[src/hw/rtl/remote_command_byte_decoder_unit_assert.svh]
// ----------------------------------------------------------------------------
// Assertion macros for the remote command byte decoder
// Short forms for same-cycle and next-cycle checks, clocked and reset-gated.
// ----------------------------------------------------------------------------
`ifndef REMOTE_COMMAND_BYTE_DECODER_UNIT_ASSERT_SVH
`define REMOTE_COMMAND_BYTE_DECODER_UNIT_ASSERT_SVH

// The consequent must hold in the same cycle as the antecedent.
`define RCBD_ASSERT_NOW(label, clk, rst, ante, cons, msg) \
   label: assert property (@(posedge clk) disable iff (rst) (ante) |-> (cons)) \
      else $error(msg);

// The consequent must hold in the cycle after the antecedent.
`define RCBD_ASSERT_NEXT(label, clk, rst, ante, cons, msg) \
   label: assert property (@(posedge clk) disable iff (rst) (ante) |=> (cons)) \
      else $error(msg);

`endif

[src/hw/rtl/rcbd_pkg.sv]
// ----------------------------------------------------------------------------
// Remote command byte decoder package
// Byte codes, key codes, turn modes and sizes shared by the decoder.
// ----------------------------------------------------------------------------
package rcbd_pkg;

   localparam int FRAME_LEN_DEFAULT = 50;

   // Command bytes.
   localparam logic [7:0] BYTE_MODE_POSE = 8'h4B;
   localparam logic [7:0] BYTE_MODE_DIR  = 8'h4A;
   localparam logic [7:0] BYTE_MODE_IDLE = 8'h49;
   localparam logic [7:0] BYTE_STAND     = 8'h58;
   localparam logic [7:0] BYTE_ACTION    = 8'h59;

   // Frame bytes.
   localparam logic [7:0] BYTE_OPEN      = 8'h7B;
   localparam logic [7:0] BYTE_CLOSE     = 8'h7D;
   localparam logic [7:0] BYTE_REPORT    = 8'h50;
   localparam logic [7:0] BYTE_ZERO      = 8'h30;

   // Direction and pose letters.
   localparam logic [7:0] BYTE_DIR_BASE  = 8'h40;
   localparam logic [7:0] BYTE_LETTER_A  = 8'h41;
   localparam logic [7:0] BYTE_LETTER_C  = 8'h43;
   localparam logic [7:0] BYTE_LETTER_E  = 8'h45;
   localparam logic [7:0] BYTE_LETTER_G  = 8'h47;
   localparam logic [7:0] BYTE_LETTER_H  = 8'h48;
   localparam logic [7:0] BYTE_RAW_DIR_MAX = 8'h08;

   localparam logic [2:0] POSE_NONE = 3'd0;
   localparam logic [2:0] POSE_ONE  = 3'd1;
   localparam logic [2:0] POSE_3    = 3'd3;
   localparam logic [2:0] POSE_5    = 3'd5;
   localparam logic [2:0] POSE_7    = 3'd7;

   // Turn modes.
   localparam logic [1:0] MODE_IDLE      = 2'd0;
   localparam logic [1:0] MODE_DIRECTION = 2'd1;
   localparam logic [1:0] MODE_POSE      = 2'd2;

   // Key codes.
   localparam logic [4:0] KEY_NONE     = 5'd0;
   localparam logic [4:0] KEY_STOPPED  = 5'd4;
   localparam logic [4:0] KEY_ACTION   = 5'd14;
   localparam logic [4:0] KEY_IDLE     = 5'd15;
   localparam logic [4:0] KEY_STANDING = 5'd16;

   // Positions inside a frame.
   localparam int POS_ID     = 1;
   localparam int POS_FOURTH = 3;

   // Saturation bounds of the velocity accumulator.
   localparam int ACC_WIDE_W = 38;
   localparam logic signed [ACC_WIDE_W-1:0] ACC_MAX = 38'sd2147483647;
   localparam logic signed [ACC_WIDE_W-1:0] ACC_MIN = -38'sd2147483647;

   typedef struct packed {
      logic [1:0]         turn_mode;
      logic [3:0]         direction;
      logic [2:0]         pose;
      logic               key_valid;
      logic [4:0]         key_code;
      logic               standing;
      logic               app_takeover;
      logic               report_request;
      logic               velocity_valid;
      logic signed [31:0] velocity;
   } rsp_type;

endpackage

[src/hw/rtl/remote_command_byte_decoder_unit.sv]
// ----------------------------------------------------------------------------
// Remote command byte decoder
// Decodes received remote-control bytes into turn mode, direction, pose,
// key presses, standing toggle, source takeover, report requests and velocity frames.
// ----------------------------------------------------------------------------
// Usage:
// The req channel carries one received byte per word together with the
// start-up flag. Every accepted word yields exactly one word on the rsp
// channel, in order.
// An accepted word is first registered in the input register; its decode
// against the held state is then registered in the result register, which
// drives rsp. The held state is updated together with the result register.
// One word per cycle is sustained while rsp_stall is low: the input register and the result
// register advance together, and the decode is a single pass of logic
// between them with a short 38-bit shift-and-add for the decimal accumulator.
// When rsp_stall is high with rsp valid, the result register holds; the input
// register takes one more word only if empty, and req_stall is high once full.
// Synchronous reset clears both valid flags, the turn mode, held direction
// and pose, standing flag, source selection and all frame state.
// ----------------------------------------------------------------------------
`include "remote_command_byte_decoder_unit_assert.svh"

module remote_command_byte_decoder_unit #(
   parameter int FRAME_LEN = rcbd_pkg::FRAME_LEN_DEFAULT
) (
   input  logic               clock,
   input  logic               reset,

   input  logic               req_valid,
   output logic               req_stall,
   input  logic [7:0]         req_rx_byte,
   input  logic               req_startup_done,

   output logic               rsp_valid,
   input  logic               rsp_stall,
   output logic [1:0]         rsp_turn_mode,
   output logic [3:0]         rsp_direction,
   output logic [2:0]         rsp_pose,
   output logic               rsp_key_valid,
   output logic [4:0]         rsp_key_code,
   output logic               rsp_standing,
   output logic               rsp_app_takeover,
   output logic               rsp_report_request,
   output logic               rsp_velocity_valid,
   output logic signed [31:0] rsp_velocity
);

   localparam int IdxW = $clog2(FRAME_LEN + 1);
   localparam int AccW = rcbd_pkg::ACC_WIDE_W;

   // Handshake
   logic s1_valid_ff, s1_valid_in;
   logic rsp_valid_ff, rsp_valid_in;
   logic rsp_ready, s1_ready, s1_fire;

   // Input register
   logic [7:0] s1_byte_ff;
   logic       s1_start_ff;

   // Decoder state
   logic [1:0]          mode_ff, mode_in;
   logic [3:0]          direction_ff, direction_in;
   logic [2:0]          pose_ff, pose_in;
   logic                standing_ff, standing_in;
   logic                app_sel_ff, app_sel_in;
   logic                frame_open_ff, frame_open_in;
   logic [IdxW-1:0]     frame_index_ff, frame_index_in;
   logic [7:0]          frame_id_ff, frame_id_in;
   logic [7:0]          frame_fourth_ff, frame_fourth_in;
   logic signed [31:0]  acc_ff, acc_in;

   // Result register
   rcbd_pkg::rsp_type rsp_ff, rsp_in;

   // Accumulator step
   logic signed [AccW-1:0] acc_ext, acc_wide, digit_term;
   logic signed [AccW-1:0] acc_sat;
   logic [7:0]             dir_offset;

   assign rsp_ready   = !rsp_valid_ff || !rsp_stall;
   assign s1_ready    = !s1_valid_ff || rsp_ready;
   assign s1_fire     = s1_valid_ff && rsp_ready;
   assign req_stall   = !s1_ready;
   assign s1_valid_in = s1_ready ? req_valid : s1_valid_ff;
   assign rsp_valid_in = rsp_ready ? s1_valid_ff : rsp_valid_ff;

   // acc * 10 + (byte - '0') as shifts and adds, then clamped.
   assign acc_ext    = {{(AccW-32){acc_ff[31]}}, acc_ff};
   assign digit_term = $signed({{(AccW-8){1'b0}}, s1_byte_ff})
                       - $signed({{(AccW-8){1'b0}}, rcbd_pkg::BYTE_ZERO});
   assign acc_wide   = (acc_ext <<< 3) + (acc_ext <<< 1) + digit_term;
   assign dir_offset = s1_byte_ff - rcbd_pkg::BYTE_DIR_BASE;

   always_comb begin
      if (acc_wide > rcbd_pkg::ACC_MAX) begin
         acc_sat = rcbd_pkg::ACC_MAX;
      end else if (acc_wide < rcbd_pkg::ACC_MIN) begin
         acc_sat = rcbd_pkg::ACC_MIN;
      end else begin
         acc_sat = acc_wide;
      end
   end

   always_comb begin
      mode_in         = mode_ff;
      direction_in    = direction_ff;
      pose_in         = pose_ff;
      standing_in     = standing_ff;
      app_sel_in      = app_sel_ff;
      frame_open_in   = frame_open_ff;
      frame_index_in  = frame_index_ff;
      frame_id_in     = frame_id_ff;
      frame_fourth_in = frame_fourth_ff;
      acc_in          = acc_ff;
      rsp_in          = '0;

      if (!app_sel_ff && s1_start_ff) begin
         app_sel_in          = 1'b1;
         rsp_in.app_takeover = 1'b1;
      end

      if (s1_byte_ff == rcbd_pkg::BYTE_MODE_POSE) begin
         mode_in = rcbd_pkg::MODE_POSE;
      end else if (s1_byte_ff == rcbd_pkg::BYTE_MODE_DIR) begin
         mode_in = rcbd_pkg::MODE_DIRECTION;
      end else if (s1_byte_ff == rcbd_pkg::BYTE_MODE_IDLE) begin
         mode_in          = rcbd_pkg::MODE_IDLE;
         rsp_in.key_valid = 1'b1;
         rsp_in.key_code  = rcbd_pkg::KEY_IDLE;
      end

      // The standing toggle reports the key of the new state.
      if (s1_byte_ff == rcbd_pkg::BYTE_STAND) begin
         standing_in      = !standing_ff;
         rsp_in.key_valid = 1'b1;
         rsp_in.key_code  = standing_ff ? rcbd_pkg::KEY_STOPPED
                                        : rcbd_pkg::KEY_STANDING;
      end
      if (s1_byte_ff == rcbd_pkg::BYTE_ACTION) begin
         rsp_in.key_valid = 1'b1;
         rsp_in.key_code  = rcbd_pkg::KEY_ACTION;
      end

      if (mode_in == rcbd_pkg::MODE_DIRECTION) begin
         if (s1_byte_ff >= rcbd_pkg::BYTE_LETTER_A
             && s1_byte_ff <= rcbd_pkg::BYTE_LETTER_H) begin
            direction_in = dir_offset[3:0];
         end else if (s1_byte_ff <= rcbd_pkg::BYTE_RAW_DIR_MAX) begin
            direction_in = s1_byte_ff[3:0];
         end else begin
            direction_in = '0;
         end
      end else if (mode_in == rcbd_pkg::MODE_POSE) begin
         unique case (s1_byte_ff)
            rcbd_pkg::BYTE_LETTER_A: pose_in = rcbd_pkg::POSE_ONE;
            rcbd_pkg::BYTE_LETTER_C: pose_in = rcbd_pkg::POSE_3;
            rcbd_pkg::BYTE_LETTER_E: pose_in = rcbd_pkg::POSE_5;
            rcbd_pkg::BYTE_LETTER_G: pose_in = rcbd_pkg::POSE_7;
            default:                 pose_in = rcbd_pkg::POSE_NONE;
         endcase
      end

      if (s1_byte_ff == rcbd_pkg::BYTE_OPEN) begin
         frame_open_in = 1'b1;
      end

      // A closing brace ends the frame even when none was open.
      if (s1_byte_ff == rcbd_pkg::BYTE_CLOSE) begin
         if (frame_fourth_ff == rcbd_pkg::BYTE_REPORT) begin
            rsp_in.report_request = 1'b1;
         end else if (frame_id_ff == rcbd_pkg::BYTE_ZERO) begin
            rsp_in.velocity_valid = 1'b1;
            rsp_in.velocity       = acc_ff;
         end
         frame_open_in   = 1'b0;
         frame_index_in  = '0;
         frame_id_in     = '0;
         frame_fourth_in = '0;
         acc_in          = '0;
      end else if (frame_open_in && frame_index_ff < IdxW'(FRAME_LEN)) begin
         if (frame_index_ff == IdxW'(rcbd_pkg::POS_ID)) begin
            frame_id_in = s1_byte_ff;
         end
         if (frame_index_ff == IdxW'(rcbd_pkg::POS_FOURTH)) begin
            frame_fourth_in = s1_byte_ff;
         end
         if (frame_index_ff >= IdxW'(rcbd_pkg::POS_FOURTH)) begin
            acc_in = acc_sat[31:0];
         end
         frame_index_in = frame_index_ff + IdxW'(1);
      end

      rsp_in.turn_mode = mode_in;
      rsp_in.direction = direction_in;
      rsp_in.pose      = pose_in;
      rsp_in.standing  = standing_in;
   end

   always_ff @(posedge clock) begin
      if (reset) begin
         s1_valid_ff  <= 1'b0;
         rsp_valid_ff <= 1'b0;
      end else begin
         s1_valid_ff  <= s1_valid_in;
         rsp_valid_ff <= rsp_valid_in;
      end
   end

   always_ff @(posedge clock) begin
      if (req_valid && s1_ready) begin
         s1_byte_ff  <= req_rx_byte;
         s1_start_ff <= req_startup_done;
      end
      if (s1_fire) begin
         rsp_ff <= rsp_in;
      end
   end

   always_ff @(posedge clock) begin
      if (reset) begin
         mode_ff         <= rcbd_pkg::MODE_IDLE;
         direction_ff    <= '0;
         pose_ff         <= rcbd_pkg::POSE_NONE;
         standing_ff     <= 1'b0;
         app_sel_ff      <= 1'b0;
         frame_open_ff   <= 1'b0;
         frame_index_ff  <= '0;
         frame_id_ff     <= '0;
         frame_fourth_ff <= '0;
         acc_ff          <= '0;
      end else if (s1_fire) begin
         mode_ff         <= mode_in;
         direction_ff    <= direction_in;
         pose_ff         <= pose_in;
         standing_ff     <= standing_in;
         app_sel_ff      <= app_sel_in;
         frame_open_ff   <= frame_open_in;
         frame_index_ff  <= frame_index_in;
         frame_id_ff     <= frame_id_in;
         frame_fourth_ff <= frame_fourth_in;
         acc_ff          <= acc_in;
      end
   end

   assign rsp_valid          = rsp_valid_ff;
   assign rsp_turn_mode      = rsp_ff.turn_mode;
   assign rsp_direction      = rsp_ff.direction;
   assign rsp_pose           = rsp_ff.pose;
   assign rsp_key_valid      = rsp_ff.key_valid;
   assign rsp_key_code       = rsp_ff.key_code;
   assign rsp_standing       = rsp_ff.standing;
   assign rsp_app_takeover   = rsp_ff.app_takeover;
   assign rsp_report_request = rsp_ff.report_request;
   assign rsp_velocity_valid = rsp_ff.velocity_valid;
   assign rsp_velocity       = rsp_ff.velocity;

   `RCBD_ASSERT_NEXT(a_accept_fills_stage, clock, reset, req_valid && !req_stall, s1_valid_ff, "accepted word did not reach the input register")
   `RCBD_ASSERT_NEXT(a_drain_empties_rsp, clock, reset, rsp_valid_ff && !rsp_stall && !s1_valid_ff, !rsp_valid_ff, "result word was repeated after handoff")
   `RCBD_ASSERT_NOW(a_index_bound, clock, reset, 1'b1, frame_index_ff <= IdxW'(FRAME_LEN), "frame index ran past the frame length")
   `RCBD_ASSERT_NOW(a_single_frame_event, clock, reset, rsp_valid_ff, !(rsp_ff.report_request && rsp_ff.velocity_valid), "report and velocity issued by one word")
   `RCBD_ASSERT_NOW(a_key_code_quiet, clock, reset, rsp_valid_ff && !rsp_ff.key_valid, rsp_ff.key_code == rcbd_pkg::KEY_NONE, "key code set without a key")

endmodule
[config.mk]
export PLATFORM = sky130hd
export DESIGN_NAME = remote_command_byte_decoder_unit
export DESIGN_NICKNAME = d
export VERILOG_FILES = /design/src/hw/rtl/rcbd_pkg.sv /design/src/hw/rtl/remote_command_byte_decoder_unit.sv
export VERILOG_INCLUDE_DIRS = /design/src /design/src/hw/rtl
export SDC_FILE = /design/constraint.sdc
export NUM_CORES = 1
export LEC_CHECK = 0
export ABC_AREA = 1
export BUFFER_PORTS_ARGS = -buffer_cell sky130_fd_sc_hd__buf_2
export CAP_MARGIN = 5
export CORE_MARGIN = 4
export CORE_UTILIZATION = 50
export CTS_CLUSTER_DIAMETER = 40
export DETAILED_ROUTE_END_ITERATION = 10
export PLACE_DENSITY = 0.66
export SLEW_MARGIN = 20
export SYNTH_ARGS = -nofsm -noshare
export SYNTH_HDL_FRONTEND = slang
export SYNTH_SLANG_ARGS = --single-unit
export TNS_END_PERCENT = 20
[constraint.sdc]
create_clock -name clock -period 6.7 [get_ports clock]
set_input_delay 1.005 -clock clock [delete_from_list [all_inputs] [get_ports clock]]
set_output_delay 1.005 -clock clock [all_outputs]
set_load 0.02 [all_outputs]
# ---- Word level (Yosys, flattened, before mapping)
# Index checks and enable logic that the tools add are counted.
dict set report classes {
  n_addsub 5
  multipliers 0
  div 0
  order_cmp 7
  n_eq_ne 17
  shifts 0
  muxes 33
  bitwise 2
  reduce_logical 25
}
# operator count
set ops {}
lappend ops {{$mux 32} 5}
lappend ops {{$eq 8x7->1 const B} 12}
lappend ops {{$mux 8} 6}
lappend ops {{$add 36x9->37} 1}
lappend ops {{$gt 37x32->1 const B} 1}
lappend ops {{$lt 37x32->1 const B} 1}
lappend ops {{$add 35x33->36} 1}
lappend ops {{$mux 33} 1}
lappend ops {{$mux 6} 5}
lappend ops {{$mux 4} 3}
lappend ops {{$pmux 3 s4} 1}
lappend ops {{$mux 5} 2}
lappend ops {{$reduce_and 3->1} 3}
lappend ops {{$sub 8x6->9 const B} 1}
lappend ops {{$eq 8x6->1 const B} 1}
lappend ops {{$ge 8x7->1 const B} 1}
lappend ops {{$le 8x4->1 const B} 1}
lappend ops {{$le 8x7->1 const B} 1}
lappend ops {{$reduce_bool 2->1} 4}
lappend ops {{$add 6x1->6 const B} 1}
lappend ops {{$eq 6x1->1 const B} 1}
lappend ops {{$eq 6x2->1 const B} 1}
lappend ops {{$ge 6x2->1 const B} 1}
lappend ops {{$logic_not 1->1} 6}
lappend ops {{other kinds (13)} 28}
dict set report word_totals {
  ff_bits 128
  latch_bits 0
  ram_bits 0
  mem_bits_ro 0
  input_bits 13
  output_inout_bits 53
  wordCells 113
  memories 0
}

# ---- Logic depth before layout (Yosys ltp)
# Gate-level depths: netlist (run 1).
dict set report logic_depth {
  word_depth 8
  depth_mapped 25
  ltp_nobuf 24
}

# ---- Least setup slack after synthesis (run 1)
# OpenSTA, ideal clock, no wires.
dict set report synth_timing {
  path_type {register -> register}
  start {reg s1_byte_ff[4]}
  end {reg acc_ff[11]}
  setup_ns 0.143
  arrival_ns 5.003
  t_required_ns 6.557
  path_slack_ns 1.553
  stages_incl_launch_ff 23
  n_path_buf 1
  period_less_slack_ns 5.147
  cell_sequence {edfxtp_1 > ha_1 > or2_2 > nor2_1 > inv_1 > fa_1 > inv_1 > ha_1 > nand2_1 > nor2_1 > nand2_1 > nor2_1 > nand2_1 > nand2_1 > xor2_1 > nand2_1 > nor2_1 > nand2_1 > nand3_4 > buf_6 > nand2_2 > inv_2 > a21oi_2}
}
dict set report synth_via {
  elab_chain_cells 8
  word_cells_on_any_way 16
  classes_between {add/sub: 2; order compare: 2; eq/ne: 2; mux: 6; reduce/logical: 4}
}
# element line_no
set synth_lines {}
lappend synth_lines {{start, declared} remote_command_byte_decoder_unit.sv:57} ;# logic [7:0] s1_byte_ff;
lappend synth_lines {{start signal, assigned} remote_command_byte_decoder_unit.sv:211} ;# s1_byte_ff <= req_rx_byte;
lappend synth_lines {{$sub 8x6->9} remote_command_byte_decoder_unit.sv:90} ;# - $signed({{(AccW-8){1'b0}}, rcbd_pkg::BYTE_ZERO});
lappend synth_lines {{$add 36x9->37} remote_command_byte_decoder_unit.sv:91} ;# assign acc_wide = (acc_ext <<< 3) + (acc_ext <<< 1) + digit_term;
lappend synth_lines {{$lt 37x32->1} remote_command_byte_decoder_unit.sv:97} ;# end else if (acc_wide < rcbd_pkg::ACC_MIN) begin
lappend synth_lines {{$mux 32} remote_command_byte_decoder_unit.sv:97}
lappend synth_lines {{$mux 32} remote_command_byte_decoder_unit.sv:95} ;# if (acc_wide > rcbd_pkg::ACC_MAX) begin
lappend synth_lines {{$mux 32} remote_command_byte_decoder_unit.sv:187} ;# if (frame_index_ff >= IdxW'(rcbd_pkg::POS_FOURTH)) begin
lappend synth_lines {{$mux 32} remote_command_byte_decoder_unit.sv:180} ;# end else if (frame_open_in && frame_index_ff < IdxW'(FRAME_LEN)) begin
lappend synth_lines {{$mux 32} remote_command_byte_decoder_unit.sv:168} ;# if (s1_byte_ff == rcbd_pkg::BYTE_CLOSE) begin
lappend synth_lines {{end signal, assigned} remote_command_byte_decoder_unit.sv:241} ;# acc_ff <= acc_in;
lappend synth_lines {{end, declared} remote_command_byte_decoder_unit.sv:70} ;# logic signed [31:0] acc_ff, acc_in;
# Several ways; a longest one is shown, not always the timed one. The select of a mux whose other input is x is not followed.
# A chain may end at the register's enable or synchronous reset.

# ---- Final worst setup path (run 1)
# Same ends and word-level chain as after synthesis.

==> metrics.cfg, run 1 <==
[synth]
yosys-top-cells-count = 330 x nand2_1, 190 x inv_1, 141 x nor2_1, 68 x dfxtp_1, 66 x a21oi_1
synth_seq_cells = 127
avgSynthCellArea_sq_um = 7.31
yosysWarnings = 0
synthAdderAreaFrac_pct = 13.1
yosysMostFrequentCell = nand2_1
async_flop_share_pct = 0
synth_top_family_by_area = simple AND/OR/NAND/NOR gates
synth_largest_area_cell = edfxtp_1
syn_nets = 1288
synth-edff-count = 59
ys_seq_area_share_pct = 35.6
ys_types = 46
synth.area.mux_share_pct = 0
synth_compound_area_share_pct = 9.46
yosys.area_share.simple_pct = 30.1
synthDominantCellAreaShare_pct = 20.2
synth_area_leaders = edfxtp_1 20%, dfxtp_1 15%, nand2_1 14%
synth_xor_area_share_pct = 0.982
synth_area_sq_um = 8790
syn_inst = 1202
synth_ff_type = dfxtp_1

[critical_path]
path_buf_inv = 3
cpMostUsedCell = nand2_1
path_max_fanout = 31
path_class = reg -> reg
critPathTopFamily = simple AND/OR/NAND/NOR gates
cp_data_arrival_time_ns = 5.10
critPathMaxStageDelay_ns = 0.50
cp-end-kind = flip-flop
path_cells = ha_1 -> or2_2 -> nor2_2 -> buf_4 -> inv_1 -> fa_1 -> inv_1 -> ha_1 -> a21oi_1 -> o21ai_0 -> a21oi_1 -> o21a_1 -> nand2_1 -> xor2_1 -> nand2_1 -> nor2_1 -> nand2_1 -> nand2_2 -> nand3_1 -> a21oi_2
cp_slowest_cell = fa_1
cp.required_ns = 7.04
startpoint_type = flip-flop

[final_layout]
layout-drive-gt1-share_pct = 13.7
nets = 1351
final_cells = 1503
utilization_pct = 57.7
area_delta_synth_final_pct = 13.1
antenna_cells = 0

[sta]
setup_viol = 0
fin_crit_ns = 4.76
fin_crit_sh_pct = 71.0
tightest_slew_ns = 0.732
drv_slew = 0
slew_headroom_pct = 51.2
fin_hold_ws_ns = 0.464
worst_slack_ns = 1.94
finClkSkew_ns = 0.0100
rsz0062_at_grt = false
clock.fmax_mhz = 210
setup_tns_ns = 0
finalHoldViolCount = 0

[floorplan]
start_util_pct = 51.0
coreArea_sq_um = 17200
io_pins = 66
die_height_microns = 141
die_width_microns = 141
dieArea_sq_um = 19800
num_rows = 48

[place]
port_buffers = 65
dp_slack_ns = 2.02
placed_cells = 1471
gp_congestion = 0.919
hpwl_mm = 17.3

[route]
vias_per_cell = 5.14
drc = 0
routed_wl_mm = 22.5
drtIter0Drc = 572
vias = 7730
drt.antenna.violating_nets = 0
dr.pass1.iters = 5
wl_per_cell_microns = 15.0

[clock_network]
cts-buffers-inserted = 17
post_cts_buffers = 0
clock_latency_ns = 0.41
clock-sinks = 127
holdBufCountCts = 0
h-tree-depth = 4
cts_root_buf = clkbuf_16
ctsLongestPathBuffers = 2
clkTransAtPathRegs_ns = 0.06
cts_resized = 0
cts_tree = done

[global_routing]
grt_first_pass_wirelength_mm = 37.6
antenna_found_initial = 0
grt_overflow = 0
grt_max_degree = 52
grt_pass1_vias = 7411
grt_usage_pct = 23.4

[power_and_ir_drop]
p_leak_nw = 4.73
power.density_nw_per_um2 = 202
ir_drop_v = 0.000189

[run]
maxCapViolations = 0

[run_status]
status = finished clean

[worst_hold_path]
hold_path.class = reg -> reg

-- through the flow --
step	instance area [sq um]	total power [mW]
3_5_place_dp	9310	1.03
3_3_place_gp	9310	1.03
6_report	9940	2.01
4_1_cts	9940	2.02
2_1_floorplan	8790	0.979
5_1_grt	9940	2.07
-- layout make-up --
cell class | count | area [sq um]
fill | 1643 | 7290
multi-input combinational | 834 | 4720
sequential | 127 | 3130
inverter | 215 | 807
clock buffer | 18 | 429
timing repair buffer | 70 | 363
tap | 225 | 282
clock inverter | 14 | 204
-- kinds of logic (layout without fill, tap and decap cells) --
family | count (synthesis) | count (layout)
simple gates | 612 | 612
fa+ha+maj | 73 | 73
compound gates | 140 | 140
xor+xnor | 9 | 9
buf+inv | 241 | 317
flops | 127 | 127
-- registers in the layout, summed over array words and instances (netlist names), 2 cells and up --
signal and cells:
acc_ff 32, rsp_velocity 32, frame_fourth_ff 8, frame_id_ff 8
s1_byte_ff 8, frame_index_ff 6, direction_ff 4, rsp_direction 4
rsp_key_code 4, pose_ff 3, rsp_pose 3, mode_ff 2
rsp_turn_mode 2
-- worst paths after layout --
path                                            to  cells after the start  slack (ns)          startpoint
worst max-delay path                    acc_ff[11]                     20        1.94       s1_byte_ff[4]
worst min-delay path            frame_fourth_ff[3]                      2        0.46  frame_fourth_ff[3]
worst max register to register          acc_ff[11]                     20        1.94       s1_byte_ff[4]
worst min register to register  frame_fourth_ff[3]                      2        0.46  frame_fourth_ff[3]
-- placed cells by master, fill, tap and decap left out, drive strengths merged --
cell type / Yosys / layout
nand2: 342 / 342
inv: 214 / 220
nor2: 148 / 148
a21oi: 87 / 87
buf: 11 / 70
dfxtp: 68 / 68
nand3: 60 / 60
edfxtp: 59 / 59
ha: 41 / 41
o21ai: 33 / 33
fa: 32 / 32
nand3b: 24 / 24
nand4: 18 / 18
clkbuf: 15 / 18
nor3: 13 / 13
xor2: 6 / 6
o22ai: 6 / 6
bufinv: 0 / 4
o21a: 3 / 3
a21o: 3 / 3
o21bai: 3 / 3
xnor2: 3 / 3
clkinv: 1 / 3
nor4: 2 / 2
a31oi: 2 / 2
o211ai: 2 / 2
clkinvlp: 0 / 2
and2: 2 / 2
or2: 1 / 1
or4: 1 / 1
o311ai: 1 / 1
and3: 1 / 1
-- layer usage --
| layer | routed length, microns | up-vias | global-route usage [%] |
|---|---|---|---|
| met3 | 1010 | 38 | 3.73 |
| met4 | 497 | 0 | 7.29 |
| met5 | 0 | - | 0 |
| li1 | - | 3932 | - |
| met1 | 10300 | 3563 | 31.7 |
| met2 | 10800 | 197 | 38.7 |
-- worst min-delay path, stage by stage, from the launching register on --
cell and delay (ns):
dfxtp_1 0.31, nand2_1 0.06, a21oi_1 0.05
-- report_power, final --
| group | total [mW] | leakage [nW] | internal (mW) | switching [mW] |
|---|---|---|---|---|
| registers | 0.842 | 1.13 | 0.833 | 0.00981 |
| logic | 0.175 | 3.30 | 0.0521 | 0.123 |
| clock network | 0.990 | 0.304 | 0.631 | 0.359 |
No activity file was read; power rests on OpenSTA's default activity.
==> run 2: changes to the inputs <==
==> constraint.sdc (replaced) <==
create_clock -name clock -period 4.7 [get_ports clock]
set_input_delay 0.705 -clock clock [delete_from_list [all_inputs] [get_ports clock]]
set_output_delay 0.705 -clock clock [all_outputs]
set_load 0.02 [all_outputs]
==> run 2 against run 1 <==
Net effect:
- cell area up 0.55%
- fmax grew 9.4%
- sequential share of layout area decreased by 0.17 points
- cell count up 0.13%
- combinational power increased by 46%
- sequential power rose by 43%
- via count up 0.32%
- largest power group unchanged
- register-to-register slack got worse by 1.6 ns
- flip-flop and latch count is the same
- first-iteration DRC count is 2.8% lower
- wire length grew 1.3%
==> metrics.cfg, run 2 (synthesis gave the netlist of run 1 again) <==
[clock_network]
cts_root_buf = clkbuf_16
post_cts_buffers = 0
cts_resized = 0
clock-sinks = 127
h-tree-depth = 4
cts_tree = done
clock_latency_ns = 0.41
ctsLongestPathBuffers = 2
cts-buffers-inserted = 17
holdBufCountCts = 0
clkTransAtPathRegs_ns = 0.06

[final_layout]
stdcell_area_sq_um = 10000
layout_commonest_cell = nand2_1
area_delta_synth_final_pct = 13.7
layout_common_cells = 328 x nand2_1, 190 x inv_1, 140 x nor2_1, 68 x dfxtp_1, 66 x a21oi_1
antenna_cells = 0
layout-drive-gt1-share_pct = 14.1
n_fill_cell = 1612
nets = 1353

[place]
gp_congestion = 0.915
hpwl_mm = 17.3
dpl_cell_area_sq_um = 9320
port_buffers = 65

[route]
dr.pass1.iters = 5
drc = 0
vias_per_cell = 5.15
routed-wl-met3_microns = 991
routed_wl_mm = 22.8
vias = 7755
top_layer = met4
drtIter0Drc = 556
met1Wirelength_mm = 10.5
wl_per_cell_microns = 15.2
drt.antenna.violating_nets = 0
dr_wl_met2_mm = 10.7

[sta]
finalHoldViolCount = 0
setup_tns_ns = 0
fin_crit_sh_pct = 92.6
drv_slew = 0
clock.fmax_mhz = 230
tightest_slew_ns = 0.705
slew_headroom_pct = 53.0
fin_crit_ns = 4.35
finClkSkew_ns = 0.00541
rsz0062_at_grt = false
setup_viol = 0

[worst_hold_path]
hold_path.class = reg -> reg

[run_status]
status = finished clean

[power_and_ir_drop]
power.density_nw_per_um2 = 279
p_leak_nw = 4.74
p_sw_share_pct = 25.4
internal_power_mw = 2.08
seqPwrFrac_pct = 43.0
ir_drop_v = 0.000277
clock_power_share_pct = 47.8
p_switching_mw = 0.710
power_frac_comb_pct = 9.2

[critical_path]
r2r_slack_ns = 0.35
startpoint_type = flip-flop
cp.required_ns = 5.04
cp_data_arrival_time_ns = 4.69
path_class = reg -> reg
cp-end-kind = flip-flop
path_max_fanout = 26

[floorplan]
io_pins = 66
die_height_microns = 141
num_rows = 48
dieArea_sq_um = 19800
start_util_pct = 51.0
coreArea_sq_um = 17200
die_width_microns = 141

[global_routing]
antenna_found_initial = 0
grt_max_degree = 52
grt_pass1_vias = 7319
grt_usage_pct = 23.0
grt_first_pass_wirelength_mm = 36.6
grt_overflow = 0

[run]
maxCapViolations = 0

-- run 2: per-layer routing --
layer  up-vias  track usage, %
met3        46            2.99
met2       216            38.3
met5         -               0
met1      3561            31.3
li1       3932               -
met4         0            7.55
-- run 2: power groups by stage --
| stage | registers (mW) | logic, mW | clock network (mW) |
|---|---|---|---|
| floorplan | 1.24 | 0.152 | 0 |
| global placement | 1.22 | 0.247 | 0 |
| detailed placement | 1.23 | 0.250 | 0 |
| CTS | 1.20 | 0.252 | 1.34 |
| global route | 1.20 | 0.282 | 1.38 |
| finish | 1.20 | 0.256 | 1.34 |
-- run 2: final cells by class --
| type | count | area [sq um] | area share (%) |
|---|---|---|---|
| inverters | 215 | 807 | 8.07 |
| clock inverters | 14 | 154 | 1.54 |
| clock buffers | 18 | 450 | 4.51 |
| flip-flops and latches | 127 | 3130 | 31.3 |
| repair buffers | 70 | 375 | 3.75 |
| multi-input cells | 836 | 4800 | 48.0 |
| well taps | 225 | 282 | 2.82 |
-- run 2: worst paths after layout --
kind	start	to	cells past startpoint
max reg2reg	s1_byte_ff[4]	acc_ff[25]	24
min	frame_open_ff	frame_open_ff	2
min reg2reg	frame_open_ff	frame_open_ff	2
max	s1_byte_ff[4]	acc_ff[25]	24
-- run 2: worst max-delay path, stage by stage (launching register included) --
cell and delay (ns):
edfxtp_1 0.45, ha_1 0.24, or2_2 0.29, nor2_2 0.15
buf_12 0.22, inv_1 0.12, fa_1 0.50, inv_1 0.06
ha_1 0.38, nand2_1 0.13, nor2_1 0.15, inv_1 0.07
nor2_1 0.15, inv_1 0.05, nor2_1 0.11, nor2_1 0.08
nand2_1 0.06, nand2_1 0.05, nand2_1 0.07, nand4_1 0.11
nor2_1 0.18, nand2_2 0.16, nand2_4 0.23, nand3b_1 0.13
a21oi_2 0.13
-- run 2: through the flow --
step	std cells	power [mW]	hold slack [ns]	setup WS (ns)	util, %
after global routing	1505	2.87	0.453	0.0164	58.0
final	1505	2.79	0.457	0.348	58.0
after CTS	1503	2.80	0.454	0.123	57.6
after global placement	1471	1.47	0.439	0.219	54.1
after detailed placement	1471	1.47	0.446	0.176	54.1
after floorplan	1202	1.40	0.432	0.184	-
